`config.mk`:
```
export PLATFORM = sky130hd
export DESIGN_NAME = vertex_attribute_format_decoder_core_flat
export DESIGN_NICKNAME = d
export VERILOG_FILES = /design/src/sv/vafd_pkg.sv /design/src/sv/vafd_if.sv /design/src/sv/vertex_attribute_format_decoder_core.sv /design/src/sv/vafd_lane.sv /design/src/sv/vafd_merge.sv /design/src/flat_wrapper.sv
export SDC_FILE = /design/constraint.sdc
export NUM_CORES = 2
export LEC_CHECK = 0
export BUFFER_PORTS_ARGS = -buffer_cell sky130_fd_sc_hd__buf_2
export CORE_UTILIZATION = 45
export CTS_BUF_LIST = sky130_fd_sc_hd__clkbuf_4 sky130_fd_sc_hd__clkbuf_8 sky130_fd_sc_hd__clkbuf_16
export DETAILED_ROUTE_END_ITERATION = 10
export PLACE_DENSITY = 0.61
export SETUP_SLACK_MARGIN = 0.3
export SYNTH_ARGS = -nofsm -noshare
export SYNTH_HDL_FRONTEND = slang
export SYNTH_SLANG_ARGS = --single-unit
```
`constraint.sdc`:
```
create_clock -name clock -period 15.3 [get_ports clock]
set_clock_uncertainty 0.05 [all_clocks]
set_input_delay 0.765 -clock clock [delete_from_list [all_inputs] [get_ports clock]]
set_output_delay 0.765 -clock clock [all_outputs]
set_load 0.02 [all_outputs]
```
`src/sv/vafd_pkg.sv`:
```
// ----------------------------------------------------------------------------
// vafd_pkg
// Shared codes, types and helpers for the vertex attribute format decoder.
// ----------------------------------------------------------------------------
package vafd_pkg;

   localparam int unsigned NUM_LANES = 4;
   localparam int unsigned FRAC_W    = 48;

   localparam logic [31:0] FMT_UNORM_16_16   = 32'h0000_0007;
   localparam logic [31:0] FMT_SNORM_16_16   = 32'h0000_0207;
   localparam logic [31:0] FMT_UNORM_8X4     = 32'h0000_000A;
   localparam logic [31:0] FMT_SNORM_8X4     = 32'h0000_020A;
   localparam logic [31:0] FMT_SNORM_10_10_2 = 32'h0000_020B;
   localparam logic [31:0] FMT_HALF_16_16    = 32'h0000_080D;
   localparam logic [31:0] FMT_HALF_16X4     = 32'h0000_080F;
   localparam logic [31:0] FMT_FLOAT_32X2    = 32'h0000_0806;
   localparam logic [31:0] FMT_FLOAT_32X3    = 32'h0000_0811;
   localparam logic [31:0] FMT_FLOAT_32X4    = 32'h0000_0813;

   localparam logic [31:0] ONE_BITS      = 32'h3F80_0000;
   localparam logic [31:0] HALF_INF_BITS = 32'h7149_F2CA;

   localparam logic [1:0] LM_PASS = 2'd0;
   localparam logic [1:0] LM_HALF = 2'd1;
   localparam logic [1:0] LM_DIV  = 2'd2;

   localparam logic [2:0] WS_S7  = 3'd0;
   localparam logic [2:0] WS_U8  = 3'd1;
   localparam logic [2:0] WS_S9  = 3'd2;
   localparam logic [2:0] WS_S15 = 3'd3;
   localparam logic [2:0] WS_U16 = 3'd4;

   typedef struct packed {
      logic [1:0]  mode;
      logic [2:0]  wsel;
      logic [31:0] raw;
   } lane_ctl_type;

   // The quotient r / (2^b - 1) is the b-bit block r repeated forever.
   function automatic logic [FRAC_W-1:0] frac_rep(input logic [15:0] r,
                                                  input logic [2:0] wsel);
      logic [FRAC_W-1:0] f;
      f = '0;
      case (wsel)
         WS_S7: begin
            for (int i = 0; i < FRAC_W; i++) f[FRAC_W-1-i] = r[6 - (i % 7)];
         end
         WS_U8: begin
            for (int i = 0; i < FRAC_W; i++) f[FRAC_W-1-i] = r[7 - (i % 8)];
         end
         WS_S9: begin
            for (int i = 0; i < FRAC_W; i++) f[FRAC_W-1-i] = r[8 - (i % 9)];
         end
         WS_S15: begin
            for (int i = 0; i < FRAC_W; i++) f[FRAC_W-1-i] = r[14 - (i % 15)];
         end
         WS_U16: begin
            for (int i = 0; i < FRAC_W; i++) f[FRAC_W-1-i] = r[15 - (i % 16)];
         end
         default: f = '0;
      endcase
      return f;
   endfunction

endpackage

```
`src/sv/vafd_if.sv`:
```
// ----------------------------------------------------------------------------
// vafd request and response channels
// Valid/ready channels that carry one attribute request and one result.
// ----------------------------------------------------------------------------
interface vafd_req_if;
   logic        valid;
   logic        ready;
   logic [31:0] format_code;
   logic [63:0] bytes_high;
   logic [63:0] bytes_low;
   logic [4:0]  bytes_available;

   modport source (output valid, format_code, bytes_high, bytes_low, bytes_available,
                   input ready);
   modport sink (input valid, format_code, bytes_high, bytes_low, bytes_available,
                 output ready);
endinterface

interface vafd_rsp_if;
   logic        valid;
   logic        ready;
   logic [31:0] comp_x;
   logic [31:0] comp_y;
   logic [31:0] comp_z;
   logic [31:0] comp_w;
   logic        recognized;

   modport source (output valid, comp_x, comp_y, comp_z, comp_w, recognized,
                   input ready);
   modport sink (input valid, comp_x, comp_y, comp_z, comp_w, recognized,
                 output ready);
endinterface

```
`src/sv/vertex_attribute_format_decoder_core.sv`:
```
// ----------------------------------------------------------------------------
// vertex_attribute_format_decoder_core
// Pipeline: two lane register stages between request and response.
// Throughput: one request per cycle; the lane pipeline stalls as a whole
// only while a finished response is not taken.
// Reset: synchronous, clears the pipeline valid flags; no other state.
// ----------------------------------------------------------------------------
module vertex_attribute_format_decoder_core (
   input  logic        clock,
   input  logic        reset,
   vafd_req_if.sink    req_ch,
   vafd_rsp_if.source  rsp_ch
);
   import vafd_pkg::*;

   logic v1_ff, v1_in, v2_ff, v2_in;
   logic rec1_ff, rec2_ff, rec_in;
   logic [NUM_LANES-1:0] used1_ff, used2_ff, used_in;
   logic advance;

   lane_ctl_type [NUM_LANES-1:0] ctl;
   logic [NUM_LANES-1:0][31:0]  lane_result;
   logic [NUM_LANES-1:0][31:0]  comp;
   logic [127:0] bytes;
   logic [31:0]  word0;
   logic [4:0]   need;
   logic         known;

   assign advance = !v2_ff || rsp_ch.ready;
   assign req_ch.ready = advance;

   always_comb begin
      bytes = {req_ch.bytes_high, req_ch.bytes_low};
      word0 = bytes[127:96];
      known = 1'b1;
      need = 5'd4;
      used_in = '0;
      for (int i = 0; i < NUM_LANES; i++) begin
         ctl[i].mode = LM_PASS;
         ctl[i].wsel = WS_U16;
         ctl[i].raw = bytes[127-32*i -: 32];
      end
      case (req_ch.format_code)
         FMT_UNORM_16_16, FMT_SNORM_16_16: begin
            used_in = 4'b0011;
            for (int i = 0; i < 2; i++) begin
               ctl[i].mode = LM_DIV;
               ctl[i].wsel = (req_ch.format_code == FMT_SNORM_16_16) ? WS_S15 : WS_U16;
               ctl[i].raw = {16'd0, bytes[127-16*i -: 16]};
            end
         end
         FMT_UNORM_8X4, FMT_SNORM_8X4: begin
            used_in = 4'b1111;
            for (int i = 0; i < NUM_LANES; i++) begin
               ctl[i].mode = LM_DIV;
               ctl[i].wsel = (req_ch.format_code == FMT_SNORM_8X4) ? WS_S7 : WS_U8;
               ctl[i].raw = {24'd0, bytes[127-8*i -: 8]};
            end
         end
         FMT_SNORM_10_10_2: begin
            used_in = 4'b0111;
            for (int i = 0; i < 3; i++) begin
               ctl[i].mode = LM_DIV;
               ctl[i].wsel = WS_S9;
               ctl[i].raw = {22'd0, word0[10*i +: 10]};
            end
         end
         FMT_HALF_16_16, FMT_HALF_16X4: begin
            used_in = (req_ch.format_code == FMT_HALF_16X4) ? 4'b1111 : 4'b0011;
            need = (req_ch.format_code == FMT_HALF_16X4) ? 5'd8 : 5'd4;
            for (int i = 0; i < NUM_LANES; i++) begin
               ctl[i].mode = LM_HALF;
               ctl[i].raw = {16'd0, bytes[127-16*i -: 16]};
            end
         end
         FMT_FLOAT_32X2: begin
            used_in = 4'b0011;
            need = 5'd8;
         end
         FMT_FLOAT_32X3: begin
            used_in = 4'b0111;
            need = 5'd12;
         end
         FMT_FLOAT_32X4: begin
            used_in = 4'b1111;
            need = 5'd16;
         end
         default: begin
            known = 1'b0;
         end
      endcase
      rec_in = known && (req_ch.bytes_available >= need);
      if (!rec_in) used_in = '0;
   end

   assign v1_in = advance ? req_ch.valid : v1_ff;
   assign v2_in = advance ? v1_ff : v2_ff;

   always_ff @(posedge clock) begin
      if (reset) begin
         v1_ff <= 1'b0;
         v2_ff <= 1'b0;
      end else begin
         v1_ff <= v1_in;
         v2_ff <= v2_in;
      end
   end

   always_ff @(posedge clock) begin
      if (advance) begin
         rec1_ff <= rec_in;
         rec2_ff <= rec1_ff;
         used1_ff <= used_in;
         used2_ff <= used1_ff;
      end
   end

   for (genvar g = 0; g < NUM_LANES; g++) begin : g_lane
      vafd_lane u_lane (
         .clock  (clock),
         .enable (advance),
         .ctl    (ctl[g]),
         .result (lane_result[g])
      );
   end

   vafd_merge u_merge (
      .lane_result (lane_result),
      .lane_used   (used2_ff),
      .comp        (comp)
   );

   assign rsp_ch.valid = v2_ff;
   assign rsp_ch.comp_x = comp[0];
   assign rsp_ch.comp_y = comp[1];
   assign rsp_ch.comp_z = comp[2];
   assign rsp_ch.comp_w = comp[3];
   assign rsp_ch.recognized = rec2_ff;

   a_accept_fills: assert property (@(posedge clock) disable iff (reset)
      req_ch.valid && req_ch.ready |=> v1_ff)
      else $error("accepted request did not enter the pipeline");

   a_stall_holds: assert property (@(posedge clock) disable iff (reset)
      v2_ff && !rsp_ch.ready |=> v2_ff && $stable(rec2_ff))
      else $error("stalled response was lost");

   a_default_comps: assert property (@(posedge clock) disable iff (reset)
      v2_ff && !rec2_ff |-> rsp_ch.comp_w == ONE_BITS && rsp_ch.comp_x == 32'd0)
      else $error("unrecognized response lacks default components");

   a_used_needs_rec: assert property (@(posedge clock) disable iff (reset)
      v2_ff && used2_ff != '0 |-> rec2_ff)
      else $error("lane used for an unrecognized request");

endmodule

```
`src/sv/vafd_lane.sv`:
```
// ----------------------------------------------------------------------------
// vafd_lane
// One component converter: normalized division, half widening or pass.
// ----------------------------------------------------------------------------
module vafd_lane (
   input  logic                  clock,
   input  logic                  enable,
   input  vafd_pkg::lane_ctl_type ctl,
   output logic [31:0]           result
);
   import vafd_pkg::*;

   logic [1:0]        mode_ff;
   logic [31:0]       raw_ff;
   logic              sgn_ff, sgn_in;
   logic              zero_ff, zero_in;
   logic              whole_ff, whole_in;
   logic [FRAC_W-1:0] frac_ff, frac_in;
   logic [4:0]        lz_ff, lz_in;
   logic              sticky_ff, sticky_in;
   logic [31:0]       result_ff, result_in;

   logic [15:0] val, mag, dv, rem;

   always_comb begin
      val = ctl.raw[15:0];
      sgn_in = 1'b0;
      mag = val;
      dv = 16'hFFFF;
      case (ctl.wsel)
         WS_S7: begin
            sgn_in = val[7];
            mag = sgn_in ? 16'(9'h100 - {1'b0, val[7:0]}) : {8'b0, val[7:0]};
            dv = 16'd127;
         end
         WS_U8: begin
            mag = {8'b0, val[7:0]};
            dv = 16'd255;
         end
         WS_S9: begin
            sgn_in = val[9];
            mag = sgn_in ? 16'(11'h400 - {1'b0, val[9:0]}) : {6'b0, val[9:0]};
            dv = 16'd511;
         end
         WS_S15: begin
            sgn_in = val[15];
            mag = sgn_in ? 16'(17'h10000 - {1'b0, val}) : val;
            dv = 16'd32767;
         end
         default: begin
            mag = val;
            dv = 16'hFFFF;
         end
      endcase
      whole_in = (mag >= dv);
      rem = whole_in ? 16'(mag - dv) : mag;
      frac_in = frac_rep(rem, ctl.wsel);
      lz_in = 5'd0;
      for (int k = 0; k < 16; k++) begin
         if (frac_in[FRAC_W-16+k]) lz_in = 5'(15 - k);
      end
      sticky_in = (rem != 16'd0);
      zero_in = (mag == 16'd0);
   end

   always_ff @(posedge clock) begin
      if (enable) begin
         mode_ff <= ctl.mode;
         raw_ff <= ctl.raw;
         sgn_ff <= sgn_in;
         zero_ff <= zero_in;
         whole_ff <= whole_in;
         frac_ff <= frac_in;
         lz_ff <= lz_in;
         sticky_ff <= sticky_in;
      end
   end

   logic [FRAC_W-1:0] shifted;
   logic [30:0]       body, rounded;
   logic              guard, inc;
   logic [4:0]        hex;
   logic [9:0]        hman;
   logic [3:0]        hk;
   logic [32:0]       hsub;
   logic [31:0]       half_val;

   always_comb begin
      shifted = frac_ff << (lz_ff + 5'd1);
      if (whole_ff) begin
         body = {8'd127, frac_ff[FRAC_W-1:FRAC_W-23]};
         guard = frac_ff[FRAC_W-24];
      end else begin
         body = {8'(8'd126 - {3'b0, lz_ff}), shifted[FRAC_W-1:FRAC_W-23]};
         guard = shifted[FRAC_W-24];
      end
      inc = guard & (sticky_ff | body[0]);
      rounded = body + {30'b0, inc};

      hex = raw_ff[14:10];
      hman = raw_ff[9:0];
      hk = 4'd0;
      for (int k = 0; k < 10; k++) begin
         if (hman[k]) hk = 4'(k);
      end
      hsub = {23'b0, hman} << (5'd23 - {1'b0, hk});
      if (hex == 5'd0) begin
         half_val = (hman == 10'd0) ? {raw_ff[15], 31'd0}
                  : {raw_ff[15], 8'(8'd103 + {4'b0, hk}), hsub[22:0]};
      end else if (hex == 5'd31) begin
         half_val = (hman != 10'd0) ? {raw_ff[15], 31'd0}
                  : {raw_ff[15], HALF_INF_BITS[30:0]};
      end else begin
         half_val = {raw_ff[15], 8'({3'b0, hex} + 8'd112), hman, 13'd0};
      end

      case (mode_ff)
         LM_DIV:  result_in = zero_ff ? 32'd0 : {sgn_ff, rounded};
         LM_HALF: result_in = half_val;
         default: result_in = raw_ff;
      endcase
   end

   always_ff @(posedge clock) begin
      if (enable) begin
         result_ff <= result_in;
      end
   end

   assign result = result_ff;

endmodule

```
`src/sv/vafd_merge.sv`:
```
// ----------------------------------------------------------------------------
// vafd_merge
// Combines the lane results with the default components into one response.
// ----------------------------------------------------------------------------
module vafd_merge (
   input  logic [vafd_pkg::NUM_LANES-1:0][31:0] lane_result,
   input  logic [vafd_pkg::NUM_LANES-1:0]       lane_used,
   output logic [vafd_pkg::NUM_LANES-1:0][31:0] comp
);
   import vafd_pkg::*;

   always_comb begin
      for (int i = 0; i < NUM_LANES; i++) begin
         if (lane_used[i]) begin
            comp[i] = lane_result[i];
         end else begin
            comp[i] = (i == NUM_LANES - 1) ? ONE_BITS : 32'd0;
         end
      end
   end

endmodule
```
`src/flat_wrapper.sv`:
```
// flat-port wrapper written by rule: the top's interface ports become plain ports
module vertex_attribute_format_decoder_core_flat import vafd_pkg::*;
  (clock, reset, req_ch_valid, req_ch_format_code, req_ch_bytes_high, req_ch_bytes_low, req_ch_bytes_available, req_ch_ready, rsp_ch_valid, rsp_ch_comp_x, rsp_ch_comp_y, rsp_ch_comp_z, rsp_ch_comp_w, rsp_ch_recognized, rsp_ch_ready);
  vafd_req_if req_ch_i ();
  vafd_rsp_if rsp_ch_i ();
  input  logic clock;
  input  logic reset;
  input wire logic [$bits(req_ch_i.valid)-1:0] req_ch_valid;
  input wire logic [$bits(req_ch_i.format_code)-1:0] req_ch_format_code;
  input wire logic [$bits(req_ch_i.bytes_high)-1:0] req_ch_bytes_high;
  input wire logic [$bits(req_ch_i.bytes_low)-1:0] req_ch_bytes_low;
  input wire logic [$bits(req_ch_i.bytes_available)-1:0] req_ch_bytes_available;
  output wire logic [$bits(req_ch_i.ready)-1:0] req_ch_ready;
  output wire logic [$bits(rsp_ch_i.valid)-1:0] rsp_ch_valid;
  output wire logic [$bits(rsp_ch_i.comp_x)-1:0] rsp_ch_comp_x;
  output wire logic [$bits(rsp_ch_i.comp_y)-1:0] rsp_ch_comp_y;
  output wire logic [$bits(rsp_ch_i.comp_z)-1:0] rsp_ch_comp_z;
  output wire logic [$bits(rsp_ch_i.comp_w)-1:0] rsp_ch_comp_w;
  output wire logic [$bits(rsp_ch_i.recognized)-1:0] rsp_ch_recognized;
  input wire logic [$bits(rsp_ch_i.ready)-1:0] rsp_ch_ready;
  assign req_ch_i.valid = req_ch_valid;
  assign req_ch_i.format_code = req_ch_format_code;
  assign req_ch_i.bytes_high = req_ch_bytes_high;
  assign req_ch_i.bytes_low = req_ch_bytes_low;
  assign req_ch_i.bytes_available = req_ch_bytes_available;
  assign req_ch_ready = req_ch_i.ready;
  assign rsp_ch_valid = rsp_ch_i.valid;
  assign rsp_ch_comp_x = rsp_ch_i.comp_x;
  assign rsp_ch_comp_y = rsp_ch_i.comp_y;
  assign rsp_ch_comp_z = rsp_ch_i.comp_z;
  assign rsp_ch_comp_w = rsp_ch_i.comp_w;
  assign rsp_ch_recognized = rsp_ch_i.recognized;
  assign rsp_ch_i.ready = rsp_ch_ready;
  vertex_attribute_format_decoder_core u_core (.clock(clock), .reset(reset), .req_ch(req_ch_i), .rsp_ch(rsp_ch_i));
endmodule
```
==> qor.csv <==
stage,metric,value,unit
critical_path,"most used cell, CP",a21o_1,
placed_design,post-DP HPWL,131.8,mm
placed_design,pre-CTS setup slack,5.464,ns
yosys,share of the synthesized area in the top cell type,33.91,%
route,wire length per cell,26.36,um
sta,sum of negative setup slack,0,ns
placed_design,Buffers on Ports,299,
clock_tree,clock transition at the registers of the reported paths,0.06,ns
power,Cell Pwr Density,90.89,nW/um^2
sta,RSZ-0062 raised after global routing,no,
critical_path,peak fanout along the critical path,68,
critical_path,Worst EP arrival,9.90,ns
route,DRC Markers,0,
clock_tree,post-CTS resize count,0,
sta,Worst-Margin Slew,1.271,ns
sta,Tmin final,9.416,ns
yosys,YS warnings,0,
clock_tree,CTS tree,built,
final_layout,P&R area growth vs syn,10.34,%
sta,Max Freq,106.2,MHz
yosys,synthesized flop and latch total,498,
min_path,worst hold path type,input pin to flip-flop,
placed_design,Post-Place Cells,6396,
yosys,"Seq/Total Area, Yosys",34.00,%
global_route,grt total ovfl,0,
sta,Setup Viol. Count Final,0,
yosys,"Net Count, Synth",5320,
sta,Worst slew margin,14.60,%
critical_path,Critical Path Start Type,input pin,
floorplanning,Core Rows,114,
critical_path,worst path required time,15.79,ns
floorplanning,I/O Pins,300,
global_route,vias in the first global route,38319,
yosys,leading post-synthesis cells by cell area,"edfxtp_1 (34%), nand2_1 (6.3%), mux4_2 (6.2%)",
floorplanning,die width,314.4,um
job,Max Cap Viol,0,
final_layout,Nets,5420,
placed_design,RD Place Congestion,1.001,
floorplanning,Die Ht,314.4,um
global_route,initial antenna violation count,33,
final_layout,fin area,48470,sq um
power,Peak VDD IR,81.06,uV
floorplanning,Initial Util,45.42,%
sta,ratio of final minimum period to clock period,61.54,%
min_path,Worst Hold Depth,2,
route,Final ANT Viol Nets,0,
clock_tree,hold buffer count at CTS,0,
critical_path,CP endpoint kind,flip-flop,
sta,Final Max Slew Viols,0,
route,DR iter-0 viols,5920,
power,overall power,4.405,mW
clock_tree,worst skew pair latency,0.66,ns
route,final wirelength,172.0,mm
yosys,"EDFF count, synth",496,
clock_tree,CTS Buf Count,57,
yosys,Synth area leader,edfxtp_1,
yosys,synthesized area per cell,8.648,sq um
route,DR vias,42563,
floorplanning,Core ar.,96710,sq um
yosys,Most used DFF post-synth,edfxtp_1,
yosys,Unique masters post-synth,122,
final_layout,share of cells above drive strength 1,14.91,%
critical_path,critical path's slowest cell,nor3_1,
global_route,first-pass GRT wire length,250.2,mm
clock_tree,setup bufs post-CTS,0,
clock_tree,clk sinks,498,
critical_path,path depth of the worst reg2reg path,20,
route,Vias/cell,6.525,
yosys,Post-Syn Instances,5079,
status,status,finished clean,
sta,"Hold Vio Cnt, Final",0,
sta,slack of the critical path,5.884,ns
yosys,post-synthesis async set-or-reset flop share,0,%
global_route,Global Route Usage Sum,33.44,%
route,Initial DRT Pass Iterations,7,
critical_path,CP Class,input pin to flip-flop,
clock_tree,CTS H-tree lvls,2,
clock_tree,CTS Root Cell,clkbuf_16,
yosys,post-synthesis cell area,43920,sq um
floorplanning,Die Area,98860,sq um
clock_tree,CTS Buffer Depth,3,
final_layout,fin cells,6523,
critical_path,"slowest stage delay, CP",1.01,ns
placed_design,Area after DPL,46520,sq um
power,LEAKAGE,19.15,nW
global_route,largest net degree at the start of global routing,151,
## stage by stage
step | utilization [%] | hold WS [ns]
finish | 50.12 | 0.2316
global route | 50.07 | 0.2258
CTS | 50.06 | 0.1963
detailed placement | 48.10 | 0.3554
global placement | 48.10 | 0.3538
floorplan | - | 0.3503
## synth_stat cells, types with 16 or more instances
library cell,n
a211oi_1,69
a21o_1,33
a21oi_1,346
a221oi_1,23
a22o_1,47
a22oi_1,61
a311oi_1,16
a31oi_1,44
and2_1,154
and3_1,119
buf_1,38
buf_2,25
clkbuf_1,269
edfxtp_1,496
ha_1,72
inv_1,157
mux2_2,56
mux2i_1,218
mux4_2,121
nand2_1,738
nand2b_1,57
nand3_1,223
nand3b_1,16
nand4_1,89
nor2_1,400
nor2b_1,60
nor3_1,104
nor4_1,38
o211ai_1,82
o21a_1,18
o21ai_0,277
o22ai_1,37
o31ai_1,22
or2_2,20
or3_1,18
xnor2_1,115
xor2_1,67
## cells in the final DEF, fill, tap and decap left out, types with 61 or more instances in the layout
master / n
buf_2: 299
xnor2_1: 104
a211oi_1: 69
nor3_1: 102
edfxtp_1: 496
and3_1: 119
nand4_1: 89
a21oi_1: 346
and2_1: 154
nand3_1: 222
buf_4: 81
mux4_2: 121
o21ai_0: 277
a22oi_1: 61
nand2_1: 738
nor2_1: 399
xor2_1: 63
inv_1: 156
ha_1: 68
mux2i_1: 218
o211ai_1: 82
## flip-flops by register name (all words and copies together), names as in the netlist, 3 cells and up
name and cells:
u_core.g_lane.u_lane.raw_ff 128, u_core.g_lane.u_lane.sgn_ff 4, u_core.used2_ff 3, u_core.g_lane.u_lane.whole_ff 4, u_core.g_lane.u_lane.lz_ff 16, u_core.g_lane.u_lane.mode_ff 8
u_core.g_lane.u_lane.zero_ff 4, u_core.g_lane.u_lane.frac_ff 192, u_core.used1_ff 3, u_core.g_lane.u_lane.result 128, u_core.g_lane.u_lane.sticky_ff 4
## area by class of cell
class / instances / area, sq um
sequential: 498 / 14930
multi-input combinational: 4074 / 27240
timing repair buffer: 381 / 2125
clock inverter: 25 / 227.7
tap: 1276 / 1597
clock buffer: 81 / 1667
inverter: 167 / 626.9
fill: 9292 / 48240
antenna: 21 / 52.55
## path summary, 6_finish.rpt
check | start | end | slack (ns)
max | req_ch_format_code[5] | u_core.g_lane[1].u_lane.lz_ff[1] | 5.88
min | reset | u_core.v1_ff | 0.23
max reg2reg | u_core.g_lane[0].u_lane.lz_ff[0] | u_core.g_lane[0].u_lane.result[26] | 8.49
min reg2reg | u_core.used1_ff[2] | u_core.used2_ff[2] | 0.37
## critical path: cells and delay by family
family,cells,cell delay (ns)
AND/OR/NAND/NOR,11,3.49
buffers and inverters,7,1.86
AO/OA/AOI/OAI,13,2.58
adder cells (fa/ha/maj),2,0.67
multiplexers,1,0.49
## logic make-up (layout without fill, tap and decap cells)
family,after synthesis,after routing,share of synthesized area [%]
adders and majority gates,72,72,2.051
DFF,498,498,34.00
muxes,398,398,12.70
other,0,21,0
buffers and inverters,507,654,4.475
xor gates and xnor gates,184,184,3.729
and+or+nand+nor,2152,2152,24.07
AOI/OAI and AO/OA,1268,1268,18.97
## report_power, final
group | switching (mW) | total (mW) | internal, mW
Sequential | 0.0997 | 1.73 | 1.63
Combinational | 0.788 | 1.29 | 0.502
Clock | 0.579 | 1.39 | 0.810
## routing by layer
metal  vias to the layer above  part of all wire (%)  track usage [%]
met3                       389                    11            6.561
met1                     20446                    42            47.66
met2                      2462                    44            50.42
met5                         -                 0.084                0
li1                      19240                     -                -
met4                        26                   3.5            11.64
Note: power is estimated with default switching activity, not from simulation.
